==> src/sv/fwa_pkg.sv <==
// Shared types, constants and helpers of the frame window analyzer.
package fwa_pkg;

  localparam int unsigned WINDOW    = 60;
  localparam int unsigned MIN_VALID = 10;

  localparam int unsigned T_W    = 20;
  localparam int unsigned F_W    = 16;
  localparam int unsigned CNT_W  = $clog2(WINDOW + 1);
  localparam int unsigned IDX_W  = $clog2(WINDOW);
  localparam int unsigned SUMF_W = F_W + CNT_W;
  localparam int unsigned SUMT_W = T_W + CNT_W;
  localparam int unsigned SQ_W   = 2 * T_W + CNT_W;
  localparam int unsigned SPR_W  = 2 * SUMT_W;
  localparam int unsigned ROOT_W = SPR_W / 2;
  localparam int unsigned DIV_W  = SUMT_W;
  localparam int unsigned DVS_W  = (CNT_W > 5) ? CNT_W : 5;

  localparam int unsigned DROP_LIMIT_US = 33330;
  localparam int unsigned RANK_NUM      = 19;
  localparam int unsigned RANK_DEN      = 20;
  // floor(x / 20) as (x * 3277) >> 16, exact for x up to 19 * WINDOW
  localparam int unsigned RANK_RECIP    = 3277;
  localparam int unsigned RANK_SHIFT    = 16;

  typedef enum logic [2:0] {
    CLS_NONE  = 3'd0,
    CLS_GPU   = 3'd1,
    CLS_CPU   = 3'd2,
    CLS_MEM   = 3'd3,
    CLS_VSYNC = 3'd4
  } fwa_cls_e;

  // One classified frame, front to back
  typedef struct packed {
    logic [T_W-1:0] ft;
    logic [F_W-1:0] fps;
    fwa_cls_e       cls;
    logic           draws;
    logic           cache;
    logic           frag;
    logic           switches;
  } fwa_job_t;

  // One result transaction
  typedef struct packed {
    fwa_cls_e       cls;
    logic           draws;
    logic           cache;
    logic           frag;
    logic           switches;
    logic           valid;
    logic [F_W-1:0] mean_fps;
    logic [T_W-1:0] p95;
    logic [T_W-1:0] stddev;
    logic [7:0]     drops;
    logic [7:0]     stutters;
  } fwa_res_t;

  typedef enum logic [4:0] {
    ST_IDLE,
    ST_PUSH,
    ST_STAT,
    ST_MUL,
    ST_SPR,
    ST_SQ_GO,
    ST_SQ_W,
    ST_D1_GO,
    ST_D1_W,
    ST_D2_GO,
    ST_D2_W,
    ST_D3_GO,
    ST_CAND0,
    ST_CAND,
    ST_CWAIT,
    ST_INNER,
    ST_CHECK,
    ST_OUT
  } fwa_state_e;

  // Ring index increment with wrap
  function automatic logic [IDX_W-1:0] fwa_wrap(input logic [IDX_W-1:0] p);
    logic [IDX_W-1:0] r;
    if (p == IDX_W'(WINDOW - 1)) r = '0;
    else r = p + 1'b1;
    return r;
  endfunction

endpackage

==> src/sv/fwa_front.sv <==
// Front end: accepts frames, classifies them and queues them for the back end.
module fwa_front (
  input  logic                  clk_i,
  input  logic                  rst_ni,
  input  logic                  in_valid_i,
  output logic                  in_stall_o,
  input  logic [19:0]           frame_time_us_i,
  input  logic [19:0]           gpu_time_us_i,
  input  logic [15:0]           frames_per_sec_i,
  input  logic [9:0]            cpu_load_tenths_i,
  input  logic [39:0]           mem_allocated_i,
  input  logic [39:0]           mem_reserved_i,
  input  logic [19:0]           draw_call_count_i,
  input  logic [10:0]           cache_hit_ratio_i,
  input  logic [10:0]           fragmentation_ratio_i,
  input  logic [15:0]           shader_switch_count_i,
  output logic                  job_valid_o,
  input  logic                  job_pop_i,
  output fwa_pkg::fwa_job_t     job_o
);

  fwa_pkg::fwa_job_t job_in;
  fwa_pkg::fwa_job_t ent_q [2];
  logic       wr_q, wr_d, rd_q, rd_d;
  logic [1:0] cnt_q, cnt_d;
  logic       push, pop;
  logic [23:0] gpu10, ft9;
  logic [44:0] alloc20, resv19;
  logic [14:0] cache10, frag10;
  logic        vsync;

  // Classification of the incoming frame
  always_comb begin
    gpu10   = 24'(gpu_time_us_i) * 24'd10;
    ft9     = 24'(frame_time_us_i) * 24'd9;
    alloc20 = 45'(mem_allocated_i) * 45'd20;
    resv19  = 45'(mem_reserved_i) * 45'd19;
    cache10 = 15'(cache_hit_ratio_i) * 15'd10;
    frag10  = 15'(fragmentation_ratio_i) * 15'd10;
    vsync   = (frame_time_us_i > 20'd16170 && frame_time_us_i < 20'd17170) ||
              (frame_time_us_i > 20'd32830 && frame_time_us_i < 20'd33830);
    job_in.ft  = frame_time_us_i;
    job_in.fps = frames_per_sec_i;
    if (gpu10 > ft9) job_in.cls = fwa_pkg::CLS_GPU;
    else if (cpu_load_tenths_i > 10'd900) job_in.cls = fwa_pkg::CLS_CPU;
    else if (alloc20 > resv19) job_in.cls = fwa_pkg::CLS_MEM;
    else if (vsync) job_in.cls = fwa_pkg::CLS_VSYNC;
    else job_in.cls = fwa_pkg::CLS_NONE;
    job_in.draws    = draw_call_count_i > 20'd2000;
    job_in.cache    = cache10 < 15'd7168;
    job_in.frag     = frag10 > 15'd3072;
    job_in.switches = shader_switch_count_i > 16'd100;
  end

  // Two-entry queue toward the back end
  assign in_stall_o  = (cnt_q == 2'd2);
  assign job_valid_o = (cnt_q != 2'd0);
  assign job_o       = ent_q[rd_q];
  assign push        = in_valid_i && !in_stall_o;
  assign pop         = job_pop_i && job_valid_o;

  always_comb begin
    wr_d  = push ? !wr_q : wr_q;
    rd_d  = pop ? !rd_q : rd_q;
    cnt_d = cnt_q + {1'b0, push} - {1'b0, pop};
  end

  always_ff @(posedge clk_i or negedge rst_ni) begin
    if (!rst_ni) begin
      wr_q  <= 1'b0;
      rd_q  <= 1'b0;
      cnt_q <= 2'd0;
    end else begin
      wr_q  <= wr_d;
      rd_q  <= rd_d;
      cnt_q <= cnt_d;
    end
  end

  always_ff @(posedge clk_i) begin
    if (push) ent_q[wr_q] <= job_in;
  end

endmodule

==> config.mk <==
export PLATFORM = sky130hd
export DESIGN_NAME = fwa_front
export DESIGN_NICKNAME = d
export VERILOG_FILES = /design/src/sv/fwa_pkg.sv /design/src/sv/fwa_front.sv
export SDC_FILE = /design/constraint.sdc
export NUM_CORES = 1
export LEC_CHECK = 0
export BUFFER_PORTS_ARGS = -buffer_cell sky130_fd_sc_hd__buf_4
export CAP_MARGIN = 0
export CELL_PAD_IN_SITES_DETAIL_PLACEMENT = 1
export CELL_PAD_IN_SITES_GLOBAL_PLACEMENT = 1
export CORE_UTILIZATION = 48
export DETAILED_ROUTE_END_ITERATION = 12
export GPL_TIMING_DRIVEN = 1
export PLACE_DENSITY = 0.88
export SLEW_MARGIN = 15
export SYNTH_ARGS = -nofsm -noshare
export SYNTH_HDL_FRONTEND = slang
export SYNTH_SLANG_ARGS = --single-unit
==> constraint.sdc <==
create_clock -name clk_i -period 5.7 [get_ports clk_i]
set_input_delay 0.57 -clock clk_i [delete_from_list [all_inputs] [get_ports clk_i]]
set_output_delay 0.57 -clock clk_i [all_outputs]
set_load 0.005 [all_outputs]
==> results.tsv <==
stage	metric	value	unit
run_status	status	finished clean	
synth	Synth Instances	1633	
placement	dpl ws	-0.398	ns
power	combinational share of power	67.5	%
worst_setup_path	start of the worst register-to-register path	cnt_q[0]	
synth	main combinational cell family by area after synthesis	adder cells	
synth	sequential area share after synthesis	18.5	%
worst_setup_path	Worst Setup SP	gpu_time_us_i[2]	
placement	placer congestion estimate	0.889	
sta	final hold violation count	0	
sta	Rel. slew slack	26.3	%
global_route	total grt overflow	0	
routing	Vias	14000	
die	die width	176	um
sta	Least-Margin Pin Slew	1.11	ns
power	Flop pwr share	19.8	%
cts	latest clock arrival within the worst-skew pair	0.34	ns
sta	Final Skew	0.00544	ns
synth	mux contribution to synthesized area	3.48	%
die	# rows	63	
worst_setup_path	R2R cell count	4	
synth	complex-gate fraction of the synthesized area	19.0	%
synth	EDFF count, synth	86	
worst_setup_path	Max FO, Critical Path	3	
synth	simple logic cell fraction of the synthesized area	11.5	%
sta	Setup violations, final	0	
min_path	hold crit path type	in -> async	
finish	nets	2583	
placement	DP HPWL	40000	um
synth	warnings from Yosys	0	
cts	hold buffers post-CTS	0	
sta	Final WS setup	0.137	ns
power	switching pwr	2.20	mW
die	Total Die Area	0.0310	mm^2
finish	design area	0.0182	mm^2
worst_setup_path	reg2reg setup slack	3.72	ns
power	peak supply drop	185	uV
routing	DR WL/cell	19.8	um
power	Int Power	2.99	mW
worst_setup_path	Reg-to-Reg End	ent_q[0][41]	
job	Max Cap Viol	0	
worst_setup_path	CP endpoint kind	flip-flop	
synth	Post-Synth XOR/XNOR Area	6.75	%
synth	library cells used by synthesis	71	
worst_setup_path	WP data arrival	5.66	ns
worst_setup_path	WS Path Type	in -> reg	
cts	Worst-path clk slew	0.07	ns
sta	fmax	180	MHz
global_route	All-Layer GR Usage	31.2	%
global_route	first-pass GRT wire length	76900	um
synth	ys flop type	edfxtp_1	
finish	share of cells above drive strength 1	23.7	%
routing	post-route ant nets	0	
global_route	initial antenna violation count	1	
worst_setup_path	critical path startpoint category	primary input	
worst_setup_path	CP required	5.80	ns
cts	CTS H-tree depth	3	
power	power share of the clock group	12.7	%
routing	final WL	47600	um
cts	Bufs on Longest Clock Path	2	
routing	first-pass iteration count of the detailed router	5	
power	pwr dens	285	mW/mm^2
finish	fillers	3525	
finish	Area Overhead vs Synth	25.5	%
cts	clock buffer count from CTS	9	
synth	Synth Area in Adders	34.2	%
die	# IOs	253	
global_route	largest net degree at the start of global routing	45	
die	DIE HEIGHT	176	um
power	P_leak	9.27	nW
finish	FF+latch area	0.00268	mm^2
sta	crit path time final	5.56	ns
synth	Mapped Nets	2214	
power	switch share	42.4	%
sta	Final Slew Violations	0	
routing	Starting DRT DRC Count	580	
routing	vias per cell	5.83	
synth	Mapped Area	0.0145	mm^2
placement	IO Port Bufs	252	
die	initial cell density of the core	48.9	%
die	core region area	0.0297	mm^2
global_route	vias in the first global route	15600	
cts	CTS tree	yes	
synth	Async SR Flop Fraction	4.44	%
routing	DRC violations left	0	
synth	mean post-synth cell area	8.90	um^2
cts	clk sinks	90	
synth	Yosys reg bits	90	
placement	Cell Area, Placed	0.0178	mm^2
sta	period utilization	97.6	%
finish	area occupied by multi-input gates	0.0110	mm^2
cts	root buf cell	clkbuf_16	
worst max path at each step:
stage / depth (start not counted) / slack (ns) / to
3_3_place_gp: 23 / -0.12 / ent_q[0][6]
3_5_place_dp: 23 / -0.40 / ent_q[1][6]
5_1_grt: 21 / -0.02 / ent_q[1][6]
6_report: 21 / 0.14 / ent_q[0][6]
4_1_cts: 23 / 0.005 / ent_q[0][6]
2_1_floorplan: 22 / 0.27 / ent_q[0][6]
metal layers:
layer,up-vias,wire length [um],GRT usage [%]
li1,6635,-,-
met1,6748,17800,32.6
met2,450,25300,60.4
met3,157,2350,4.46
met4,0,2150,14.8
met5,-,0,0
cells in the final DEF, fill, tap and decap left out, types with 40 or more instances in the layout:
cell type / count
edfxtp_1: 86
o21ai_0: 73
inv_1: 231
mux2_2: 44
buf_4: 381
fa_1: 40
xor2_1: 43
nand2_1: 76
a21oi_1: 127
xnor2_1: 69
ha_1: 333
a21o_1: 74
nor2_1: 87
stage by stage:
stage | std cells | hold WS, ns | total power [mW] | TNS, ns | util (%)
after global placement | 2380 | 0.370 | 4.20 | -0.479 | 59.9
after floorplan | 1633 | 0.274 | 3.10 | 0 | -
after detailed placement | 2380 | 0.375 | 4.47 | -2.06 | 59.9
final | 2398 | 0.0158 | 5.20 | 0 | 61.3
after CTS | 2396 | 0.00554 | 5.16 | 0 | 61.0
after global routing | 2398 | 0.00343 | 5.62 | -0.0422 | 61.3
repair_timing:
| item | CTS | global route |
|---|---|---|
| setup buffers | 0 | 1 |
| pin swaps | 1 | 12 |
| gates resized for setup | 2 | 22 |
| endpoints found under the setup margin | 3 | 6 |
worst max-delay path, cell delays in order:
cell and delay, ns:
buf_4 0.12, ha_1 0.32, ha_1 0.32, a21o_1 0.20
a21oi_1 0.25, o21ai_0 0.16, a2111o_1 0.49, a31oi_2 0.26
o21ai_0 0.20, a2111oi_2 0.50, o41ai_1 0.16, xor2_1 0.17
ha_1 0.33, nand4_1 0.08, or2_2 0.31, nor3_1 0.34
o21ai_0 0.15, a21oi_1 0.15, nor2_1 0.08, a32o_1 0.29
and4_1 0.20
cell usage after synthesis, types with 8 or more instances:
master      n  area, um^2
mux2_2     44         495
a21o_1     74         556
o21ai_0    76         380
a31oi_1    10        62.6
nand2b_1   17         106
and3_1     12        75.1
a211oi_1    9        67.6
ha_1      333        4170
nand2_1    76         285
inv_1     231         867
nand4_1    29         181
a211o_1     8        70.1
xor2_1     43         377
nor2_1     88         330
nor2b_1    18         113
o21bai_1   17         128
nand3_1    25         125
and2_1     10        62.6
nor4_1     11        68.8
edfxtp_1   86        2580
o21a_1     14         105
clkbuf_1   21        78.8
fa_1       40         801
nor3_1     22         110
xnor2_1    69         604
a21oi_1   134         671
flip-flops by register name, indices dropped and copies added (netlist names):
name,flops
rd_q,1
wr_q,1
cnt_q,2
ent_q,86
power by group through the flow:
stage	logic, mW	clock network [mW]	registers [mW]
floorplan	2.15	0	0.957
global placement	3.18	0	1.02
detailed placement	3.42	0	1.04
CTS	3.46	0.670	1.03
global route	3.88	0.690	1.05
finish	3.51	0.658	1.03
cells by family after synthesis:
family / Yosys count
xor+xnor: 112
flops: 90
simple gates: 336
mux: 45
fa+ha+maj: 373
compound gates: 423
buf+inv: 254
cell type report:
cell class | count | area share [%]
clock buffer | 11 | 1.33
antenna | 1 | 0.0137
clock inverter | 5 | 0.474
tap | 390 | 2.68
timing repair buffer | 381 | 15.7
sequential | 90 | 14.7
multi-input combinational | 1289 | 60.3
inverter | 231 | 4.76
Note: power is estimated with default switching activity, not from simulation.
